`config.mk`:
```
export PLATFORM = sky130hd
export DESIGN_NAME = drive_command_translator_core
export DESIGN_NICKNAME = d
export VERILOG_FILES = /design/src/design/dct_pkg.sv /design/src/design/drive_command_translator_core.sv /design/src/design/dct_wheel.sv /design/src/design/dct_decode.sv /design/src/design/dct_serial.sv
export SDC_FILE = /design/constraint.sdc
export NUM_CORES = 1
export LEC_CHECK = 0
export BUFFER_PORTS_ARGS = -buffer_cell sky130_fd_sc_hd__buf_2
export CAP_MARGIN = 0
export CORE_MARGIN = 2
export CORE_UTILIZATION = 65
export CTS_CLUSTER_DIAMETER = 30
export DETAILED_ROUTE_END_ITERATION = 6
export HOLD_SLACK_MARGIN = 0.06
export MAX_ROUTING_LAYER = met4
export PLACE_DENSITY_LB_ADDON = 0.25
export SLEW_MARGIN = 20
export SYNTH_ARGS = -nofsm -noshare
export SYNTH_HDL_FRONTEND = slang
export SYNTH_HIERARCHICAL = 1
export SYNTH_SLANG_ARGS = --single-unit
```
`constraint.sdc`:
```
create_clock -name clock -period 11.7 [get_ports clock]
set_clock_uncertainty 0.2 [all_clocks]
set_input_delay 0.585 -clock clock [delete_from_list [all_inputs] [get_ports clock]]
set_output_delay 0.585 -clock clock [all_outputs]
set_load 0.02 [all_outputs]
```
`src/design/dct_pkg.sv`:
```
// shared types and constants of the drive command translator
// no dependencies
`timescale 1ns / 1ps
`default_nettype none

package dct_pkg;

   // frame header and message checks
   localparam logic [31:0] FRAME_MAGIC    = 32'h4741_4E53;
   localparam logic [10:0] MIN_MSG_LEN    = 11'd5;
   localparam int          FRAME_HEAD_LEN = 4;
   localparam int          BODY_MAX       = 5;
   localparam int          FRAME_MAX      = FRAME_HEAD_LEN + BODY_MAX;

   // kinematics constants
   localparam int HALF_WIDTH_CM      = 30;
   localparam int HALF_LENGTH_CM     = 28;
   localparam int SPEED_FULL_SCALE   = 127;
   localparam int SPEED_COMPUTED_MAX = 330;
   localparam int RATE_DIVISOR       = 100;
   localparam int RATE_GAIN          = HALF_WIDTH_CM + HALF_LENGTH_CM;

   // reciprocals for truncating divides, exact over the operand ranges used here
   localparam longint RateRecipL  = ((longint'(RATE_GAIN) << 16) + RATE_DIVISOR - 1)
                                    / RATE_DIVISOR;
   localparam longint SpeedRecipL = ((longint'(SPEED_FULL_SCALE) << 24)
                                    + SPEED_COMPUTED_MAX - 1) / SPEED_COMPUTED_MAX;
   localparam logic [15:0] RATE_RECIP  = 16'(RateRecipL);
   localparam logic [22:0] SPEED_RECIP = 23'(SpeedRecipL);

   // message type codes
   localparam logic [7:0] MSG_CMD0      = 8'd0;
   localparam logic [7:0] MSG_CMD1      = 8'd1;
   localparam logic [7:0] MSG_HORN      = 8'd2;
   localparam logic [7:0] MSG_DRIVE     = 8'd3;
   localparam logic [7:0] MSG_CMD4      = 8'd4;
   localparam logic [7:0] MSG_CMD5      = 8'd5;
   localparam logic [7:0] MSG_MOTOR     = 8'd6;
   localparam logic [7:0] MSG_DRIVE_ALT = 8'd7;
   localparam logic [7:0] MSG_CMD8      = 8'd8;
   localparam logic [7:0] MSG_CMD9      = 8'd9;
   localparam logic [7:0] MSG_CMD10     = 8'd10;

   // body lengths
   localparam logic [2:0] BODY_LEN_NONE  = 3'd0;
   localparam logic [2:0] BODY_LEN_OP    = 3'd1;
   localparam logic [2:0] BODY_LEN_MOTOR = 3'd3;
   localparam logic [2:0] BODY_LEN_DRIVE = 3'd5;

   // decoded frame body handed to the serializer
   typedef struct packed {
      logic                     valid;
      logic [2:0]               body_len;
      logic [BODY_MAX-1:0][7:0] body;
   } frame_type;

endpackage

`default_nettype wire

```
`src/design/drive_command_translator_core.sv`:
```
// top level of the drive command translator: decode stage and frame serializer
// depends on dct_pkg, dct_decode, dct_wheel and dct_serial
//
//   channel  | direction | contents
//   req_     | in        | one control message per word
//   rsp_     | out       | one frame byte per word, tlast on the final byte
//
// a message is held in the decode register, then its frame of 5 to 9 bytes
// leaves from the serializer shift register at one byte per cycle while
// rsp_tready is high; rejected messages send nothing. the decode register
// can take the next message while the serializer is still sending a frame.
// a new frame loads in the cycle its predecessor's last byte is taken.
// reset clears the valid flags of both stages; rsp_tready low holds the frame
// and, once the decode register is full, req_tready drops.
`timescale 1ns / 1ps
`default_nettype none

module drive_command_translator_core
   import dct_pkg::*;
(
   input  logic        clock,
   input  logic        reset,
   input  logic        req_tvalid,
   output logic        req_tready,
   input  logic [71:0] req_tdata,  // msg_len[10:0], magic_word[42:11], first_arg[50:43],
                                   // second_arg[58:51], third_arg[66:59], zero fill
   input  logic [7:0]  req_tuser,  // cmd_kind[7:0]
   output logic        rsp_tvalid,
   input  logic        rsp_tready,
   output logic [7:0]  rsp_tdata,  // frame_byte[7:0]
   output logic        rsp_tlast   // frame_last
);

   frame_type frame;
   logic      frame_ready;

   dct_decode u_decode (
      .clock      (clock),
      .reset      (reset),
      .req_tvalid (req_tvalid),
      .req_tready (req_tready),
      .req_tdata  (req_tdata),
      .req_tuser  (req_tuser),
      .frame      (frame),
      .frame_ready(frame_ready)
   );

   dct_serial u_serial (
      .clock      (clock),
      .reset      (reset),
      .frame      (frame),
      .frame_ready(frame_ready),
      .rsp_tvalid (rsp_tvalid),
      .rsp_tready (rsp_tready),
      .rsp_tdata  (rsp_tdata),
      .rsp_tlast  (rsp_tlast)
   );

endmodule

`default_nettype wire

```
`src/design/dct_wheel.sv`:
```
// scales one wheel velocity by 127/330 with truncation toward zero
// depends on dct_pkg
`timescale 1ns / 1ps
`default_nettype none

module dct_wheel
   import dct_pkg::*;
(
   input  logic signed [9:0] vel,
   output logic [7:0]        speed
);

   logic [8:0]  mag;
   logic [31:0] prod;
   logic [6:0]  quot;

   always_comb begin
      mag   = vel[9] ? 9'(10'd0 - vel) : vel[8:0];
      prod  = {23'd0, mag} * {9'd0, SPEED_RECIP};
      quot  = prod[30:24];
      speed = vel[9] ? (8'd0 - {1'b0, quot}) : {1'b0, quot};
   end

endmodule

`default_nettype wire

```
`src/design/dct_decode.sv`:
```
// input register and message decode: checks, opcode selection, wheel speeds
// depends on dct_pkg and dct_wheel
`timescale 1ns / 1ps
`default_nettype none

module dct_decode
   import dct_pkg::*;
(
   input  logic        clock,
   input  logic        reset,
   input  logic        req_tvalid,
   output logic        req_tready,
   input  logic [71:0] req_tdata,
   input  logic [7:0]  req_tuser,
   output frame_type   frame,
   input  logic        frame_ready
);

   logic        stage_valid_ff, stage_valid_in;
   logic [10:0] len_ff;
   logic [31:0] magic_ff;
   logic [7:0]  type_ff, x_ff, y_ff, r_ff;
   logic [7:0]  r_in;

   logic        take, advance, msg_ok;
   logic [7:0]  w_mag;
   logic [23:0] r_prod;
   logic [6:0]  r_quot;

   logic signed [9:0] xe, ye, re;
   logic signed [9:0] v_fl, v_fr, v_rr, v_rl;
   logic [7:0]        s_fl, s_fr, s_rr, s_rl;

   // rotation term 58*w/100, computed on the way into the input register
   always_comb begin
      w_mag  = req_tdata[66] ? (8'd0 - req_tdata[66:59]) : req_tdata[66:59];
      r_prod = {16'd0, w_mag} * {8'd0, RATE_RECIP};
      r_quot = r_prod[22:16];
      r_in   = req_tdata[66] ? (8'd0 - {1'b0, r_quot}) : {1'b0, r_quot};
   end

   assign advance    = stage_valid_ff && (!frame.valid || frame_ready);
   assign req_tready = !stage_valid_ff || advance;
   assign take       = req_tvalid && req_tready;

   always_comb begin
      stage_valid_in = stage_valid_ff;
      if (take) begin
         stage_valid_in = 1'b1;
      end else if (advance) begin
         stage_valid_in = 1'b0;
      end
   end

   always_ff @(posedge clock) begin
      if (reset) begin
         stage_valid_ff <= 1'b0;
      end else begin
         stage_valid_ff <= stage_valid_in;
      end
   end

   always_ff @(posedge clock) begin
      if (take) begin
         len_ff   <= req_tdata[10:0];
         magic_ff <= req_tdata[42:11];
         type_ff  <= req_tuser;
         x_ff     <= req_tdata[50:43];
         y_ff     <= req_tdata[58:51];
         r_ff     <= r_in;
      end
   end

   always_comb begin
      xe   = {{2{x_ff[7]}}, x_ff};
      ye   = {{2{y_ff[7]}}, y_ff};
      re   = {{2{r_ff[7]}}, r_ff};
      v_fl = xe - ye - re;
      v_fr = xe + ye + re;
      v_rr = xe - ye + re;
      v_rl = xe + ye - re;
   end

   dct_wheel u_wheel_fl (.vel(v_fl), .speed(s_fl));
   dct_wheel u_wheel_fr (.vel(v_fr), .speed(s_fr));
   dct_wheel u_wheel_rr (.vel(v_rr), .speed(s_rr));
   dct_wheel u_wheel_rl (.vel(v_rl), .speed(s_rl));

   assign msg_ok = (len_ff >= MIN_MSG_LEN) && (magic_ff == FRAME_MAGIC);

   always_comb begin
      frame.body_len = BODY_LEN_NONE;
      frame.body     = '0;
      if (msg_ok) begin
         case (type_ff)
            MSG_CMD0, MSG_CMD1, MSG_HORN, MSG_CMD4, MSG_CMD5,
            MSG_CMD8, MSG_CMD9, MSG_CMD10: begin
               frame.body_len = BODY_LEN_OP;
               frame.body[0]  = type_ff;
            end
            MSG_MOTOR: begin
               frame.body_len = BODY_LEN_MOTOR;
               frame.body[0]  = type_ff;
               frame.body[1]  = x_ff;
               frame.body[2]  = y_ff;
            end
            MSG_DRIVE, MSG_DRIVE_ALT: begin
               frame.body_len = BODY_LEN_DRIVE;
               frame.body[0]  = type_ff;
               frame.body[1]  = s_fl;
               frame.body[2]  = s_fr;
               frame.body[3]  = s_rr;
               frame.body[4]  = s_rl;
            end
            // debug toggle, negative and undefined types give no frame
            default: begin
               frame.body_len = BODY_LEN_NONE;
            end
         endcase
      end
      frame.valid = stage_valid_ff && (frame.body_len != BODY_LEN_NONE);
   end

endmodule

`default_nettype wire

```
`src/design/dct_serial.sv`:
```
// frame shift register: prepends the magic bytes and sends one byte per word
// depends on dct_pkg
`timescale 1ns / 1ps
`default_nettype none

module dct_serial
   import dct_pkg::*;
(
   input  logic      clock,
   input  logic      reset,
   input  frame_type frame,
   output logic      frame_ready,
   output logic      rsp_tvalid,
   input  logic      rsp_tready,
   output logic [7:0] rsp_tdata,
   output logic      rsp_tlast
);

   logic [FRAME_MAX-1:0][7:0] bytes_ff, bytes_in;
   logic [3:0]                left_ff, left_in;
   logic                      out_take, load;

   assign rsp_tvalid  = (left_ff != 4'd0);
   assign rsp_tlast   = (left_ff == 4'd1);
   assign rsp_tdata   = bytes_ff[0];
   assign out_take    = rsp_tvalid && rsp_tready;
   // free now, or the last byte leaves in this cycle
   assign frame_ready = (left_ff == 4'd0) || (out_take && rsp_tlast);
   assign load        = frame.valid && frame_ready;

   always_comb begin
      left_in  = left_ff;
      bytes_in = bytes_ff;
      if (load) begin
         left_in  = 4'(FRAME_HEAD_LEN) + {1'b0, frame.body_len};
         bytes_in = {frame.body, FRAME_MAGIC[7:0], FRAME_MAGIC[15:8],
                     FRAME_MAGIC[23:16], FRAME_MAGIC[31:24]};
      end else if (out_take) begin
         left_in  = left_ff - 4'd1;
         bytes_in = bytes_ff >> 8;
      end
   end

   always_ff @(posedge clock) begin
      if (reset) begin
         left_ff <= 4'd0;
      end else begin
         left_ff <= left_in;
      end
   end

   always_ff @(posedge clock) begin
      bytes_ff <= bytes_in;
   end

endmodule

`default_nettype wire

```
Yosys cells after proc, flatten, opt, wreduce, memory -nomap -nowiden
Index checks and enable logic that the tools add are counted.
{"block": "op_classes", "mul": 5, "eq_ne": 12, "bitwise_logic": 0, "magnitude_cmp": 1, "n_shift": 0, "n_reduce_logical": 21, "add_sub_neg": 18, "div_mod_pow": 0, "n_mux": 21}
{"operator": "2-to-1 mux 72 bit", "n": 2}
{"operator": "multiplier 9 x 23 -> 31 bit, second input constant", "n": 4}
{"operator": "2-to-1 mux 8 bit", "n": 6}
{"operator": "2-to-1 mux 43 bit", "n": 1}
{"operator": "subtractor 1 x 7 -> 8 bit, first input constant", "n": 5}
{"operator": "2-to-1 mux 9 bit", "n": 4}
{"operator": "subtractor 1 x 9 -> 9 bit, first input constant", "n": 4}
{"operator": "== test 32 x 31 -> 1 bit, second input constant", "n": 1}
{"operator": "== test 8 x 3 -> 1 bit, second input constant", "n": 4}
{"operator": "case mux 16 bit (2 select lines)", "n": 1}
{"operator": "== test 8 x 4 -> 1 bit, second input constant", "n": 3}
{"operator": "multiplier 8 x 16 -> 23 bit, second input constant", "n": 1}
{"operator": "adder 9 x 8 -> 10 bit", "n": 2}
{"operator": "subtractor 9 x 8 -> 10 bit", "n": 2}
{"operator": "== test 8 x 2 -> 1 bit, second input constant", "n": 2}
{"operator": "2-to-1 mux 16 bit", "n": 1}
{"operator": ">= comparator 11 x 3 -> 1 bit, second input constant", "n": 1}
{"operator": "OR reduction 11 bit", "n": 1}
{"operator": "adder 8 x 8 -> 9 bit", "n": 1}
{"operator": "case mux 3 bit (3 select lines)", "n": 1}
{"operator": "subtractor 8 x 8 -> 9 bit", "n": 1}
{"operator": "== test 8 x 1 -> 1 bit, second input constant", "n": 1}
{"operator": "logical NOT 8 bit", "n": 1}
{"operator": "2-to-1 mux 4 bit", "n": 2}
{"operator": "15 further kinds", "n": 26}
{"block": "totals", "input_bits": 84, "output_inout_bits": 11, "mem_count": 0, "regBits": 152, "ramBits": 0, "latchBits": 0, "rom_bits": 0}

Logic depth before layout (Yosys ltp)
{"block": "depth", "word_depth": 17, "ltp_mapped": 44, "ltp_nobuf": 43}

Modules after synthesis
Netlist, hierarchy kept.
{"mod": "dct_decode", "area_each_um2": 6926.6, "n_inst": 1, "cells_each": 673}
{"mod": "dct_wheel at u_decode.u_wheel_fr", "area_each_um2": 3149.3, "n_inst": 1, "cells_each": 368}
{"mod": "dct_wheel at u_decode.u_wheel_rr", "area_each_um2": 3133.0, "n_inst": 1, "cells_each": 345}
{"mod": "dct_wheel at u_decode.u_wheel_rl", "area_each_um2": 3100.5, "n_inst": 1, "cells_each": 336}
{"mod": "dct_wheel at u_decode.u_wheel_fl", "area_each_um2": 3095.5, "n_inst": 1, "cells_each": 356}
{"mod": "dct_serial", "area_each_um2": 3056.7, "n_inst": 1, "cells_each": 274}

Worst setup path before layout
No wires, ideal clock.
{"block": "synth_timing", "path_kind": "reg-to-reg", "startpoint": "register u_decode.x_ff[0]", "endpoint": "register u_serial/bytes_ff[62] (netlist name), data pin", "n_path_buf": 0, "stages_incl_launch_ff": 41, "setup_slack_ns": 2.563, "t_arrival_ns": 8.681, "synth_period_minus_slack_ns": 9.137, "path_cell_list": "edfxtp_1 -> inv_1 -> ha_1 -> inv_1 -> fa_1 -> ha_1 -> nand2b_1 -> a21oi_1 -> o21bai_1 -> a21oi_1 -> nor2_1 -> xor2_1 -> or4_1 -> o21ai_0 -> xnor2_1 -> inv_1 -> ha_1 -> inv_1 -> (+5 left out) -> inv_1 -> fa_1 -> inv_1 -> ha_1 -> a2111oi_0 -> o21ai_1 -> a211oi_1 -> a211oi_2 -> a21oi_1 -> xor2_1 -> ha_1 -> or2b_1 -> mux2_2 -> nor4_1 -> nor3_2 -> xor2_1 -> and2_1 -> a22o_1"}
{"element": "start: declaration", "line_no": "dct_decode.sv:22", "text": "logic [7:0] type_ff, x_ff, y_ff, r_ff;"}
{"element": "start signal: assignment", "line_no": "dct_decode.sv:68", "text": "x_ff <= req_tdata[50:43];"}
{"element": "end signal: assignment", "line_no": "dct_serial.sv:53", "text": "bytes_ff <= bytes_in;"}
{"element": "end: declaration", "line_no": "dct_serial.sv:19", "text": "logic [FRAME_MAX-1:0][7:0] bytes_ff, bytes_in;"}

==> key figures <==
Status
  – Status: complete, no violations

Synthesis
  – Top cell type's share of synthesized area: a little under a quarter
  – EDFF count, synth: between 100 and 150
  – Area leader, netlist: ha_1
  – Synth top area cells: ha_1 23%, fa_1 19%, edfxtp_1 15%, inv_1 8.0%, xnor2_1 4.1%
  – Synthesis Warnings: 6
  – Avg Cell Area, Syn: 9.550 um^2
  – Flops & latches, synth: 152
  – Synth async-reset ratio: 0%
  – Synth cell types: 113
  – Top_reg_cell synth: edfxtp_1
  – Seq/Total Area, Yosys: roughly a fifth
  – Mapped Cells: ~2,400
  – Synth Cell Area: 22,460 um^2

Timing
  – Final hold violation count: 0
  – Worst Tran Pin Value: approximately 1000 ps
  – Final setup TNS: 0 ps
  – Slew headroom: between 30% and 40%
  – RSZ-0062 raised after global routing: false
  – Final slew viol count: 0
  – Fin crit share: 90.92%
  – Final setup fails: 0
  – Final worst path period need: 10,640 ps
  – Max Fclk: ~94 MHz

Route
  – Routed WL: roughly 47,000 um
  – Top Metal Used: met4
  – First DRT Iteration DRCs: 893
  – WL met2: about 24,000 um
  – Drt wl/cell: approximately 16 um
  – Met3 WL post-DR: between 1000 and 1500 um
  – TritonRoute pass-1 iters: 4
  – DRC Markers: 0
  – ANT nets after route: 0
  – Vias per cell: 5.675
  – DR vias: 16,430
  – WL met1: 20,920 um

Clock network
  – Post CTS Setup Buffer Count: 0
  – CTS clk-pin slew, worst paths: 70 ps
  – CTS Sinks: about 150
  – Hold-fix buffers, CTS: 0
  – Root Buffer: clkbuf_16
  – Post-CTS sizing: 0
  – H-tree levels: 4
  – Later-pin clock latency in the skew report: 430 ps
  – TritonCTS Buffers: 17
  – CTS tree: done
  – Max Root-Sink Buffers: 2

Worst setup path
  – Worst EP arrival: 10,620 ps
  – CP top delay family: adder cells
  – CP Capture Type: flop
  – Crit-path slowest cell: a22o_1
  – CP max FO: 18
  – Critical path buffers and inverters: 6
  – Flop-to-flop setup slack: approximately 1100 ps
  – Setup crit start kind: flop
  – WS Path Type: flop to flop
  – Max stage delay on crit path: 540 ps
  – Required time of the worst setup path: ~12,000 ps

Hold path
  – Hold Crit Class: input port to flop

Die
  – Row count: 68
  – Initial Util: 65.51%
  – Die ar.: 36,060 um^2
  – IO Pins: 95
  – Core footprint: around 34,000 um^2
  – Die X: 189.9 um
  – Die Y: 189.9 um

Cells and area
  – Area growth syn-to-layout: 6.701%
  – Commonest non-fill, non-tap cell in the layout: inv_1
  – Nets@finish: 3,139
  – Fill cells: around 2,500
  – Layout cell share with drive strength beyond 1: under 10%
  – N_diodes: 0
  – Commonest cells after routing, fill and taps aside: 477 x inv_1, 415 x ha_1, 213 x fa_1

Run
  – Max-cap viol count: 0

Place
  – DP HPWL: 39,530 um
  – PortBufs: 89
  – GPL Wtd Cong: 0.9533

Global routing
  – Vias in the first global route: 17,030
  – Antenna violations before repair: 0
  – Total GRT Usage: 27.84%
  – Global route overflow: 0
  – Largest net degree at the start of global routing: 76
  – First-pass GRT wire length: 79,430 um
-- per-layer routing --
metal / up-vias / global-route usage [%]
met3: 61 / 2.453
met5: - / -
met4: 0 / 6.410
met1: 7969 / 35.10
met2: 335 / 48.81
li1: 8065 / -
-- worst register-to-register path: cells and delay by family, from the launching register on --
family	cells	cell delay (ps)
AOI/OAI and AO/OA	13	3320
and+or+nand+nor	8	1450
muxes	1	300
DFF	1	450
xor gates and xnor gates	3	840
buffers and inverters	6	440
adders and majority gates	10	3390
-- synth_stat cells, types with 13 or more instances --
cell	count
a211oi_1	14
a21o_1	13
a21oi_1	117
a22o_1	52
and2_1	37
clkbuf_1	22
dfxtp_1	37
edfxtp_1	115
fa_1	213
ha_1	415
inv_1	477
nand2_1	165
nand2b_1	24
nand3_1	50
nand4_1	16
nor2_1	75
nor2b_1	13
nor3_1	22
o211ai_1	16
o21ai_0	57
o21bai_1	17
o31ai_1	13
xnor2_1	106
xor2_1	32
-- area by class of cell --
cell class,instances,area [um^2],area share (%)
clock buffer,20,471.7,1.968
multi-input combinational,1671,16220,67.66
clock inverter,12,151.4,0.6317
tap,455,569.3,2.375
sequential,152,4194,17.50
inverter,482,1814,7.570
timing repair buffer,103,550.5,2.297
-- flip-flops by register name (all words and copies together), names as in the netlist --
name                     flops
u_serial/bytes_ff           64
u_decode/magic_ff           32
u_decode/len_ff             11
u_decode/r_ff                8
u_decode/type_ff             8
u_decode/x_ff                8
u_decode/y_ff                8
u_serial/rsp_tdata           8
u_serial/left_ff             4
u_decode/stage_valid_ff      1
-- worst paths after layout --
| kind | start | endpoint | cells past startpoint |
|---|---|---|---|
| hold reg to reg | u_serial/bytes_ff[31] | u_serial/bytes_ff[23] | 2 |
| setup / recovery | u_decode/x_ff[0] | u_serial/bytes_ff[62] | 41 |
| hold / removal | req_tdata[36] | u_decode/magic_ff[25] | 1 |
| setup reg to reg | u_decode/x_ff[0] | u_serial/bytes_ff[62] | 41 |
-- per-stage QoR --
| stage | area [um^2] | utilization (%) | cells | hold slack [ps] | setup slack (ps) |
|---|---|---|---|---|---|
| after global placement | 23340 | 68.06 | 2863 | 236.8 | 1531 |
| after global routing | 23970 | 69.90 | 2895 | 117.9 | 258.6 |
| after floorplan | 22470 | - | 2355 | 232.1 | 2563 |
| after CTS | 23960 | 69.88 | 2895 | 121.2 | 1159 |
| after detailed placement | 23340 | 68.06 | 2863 | 242.9 | 1200 |
| final | 23970 | 69.90 | 2895 | 131.5 | 1062 |
-- kinds of logic after synthesis --
logic type	synth area share [%]
AND/OR/NAND/NOR	11.45
AO/OA/AOI/OAI	12.53
other	0.01670
adder cells (fa/ha/maj)	42.10
multiplexers	0.4289
XOR/XNOR	5.554
buffers and inverters	9.252
flip-flops	18.67
Power is left out: the tool's default activity adds up to more than one toggle a clock period on the data nets, which glitch-free logic cannot reach.
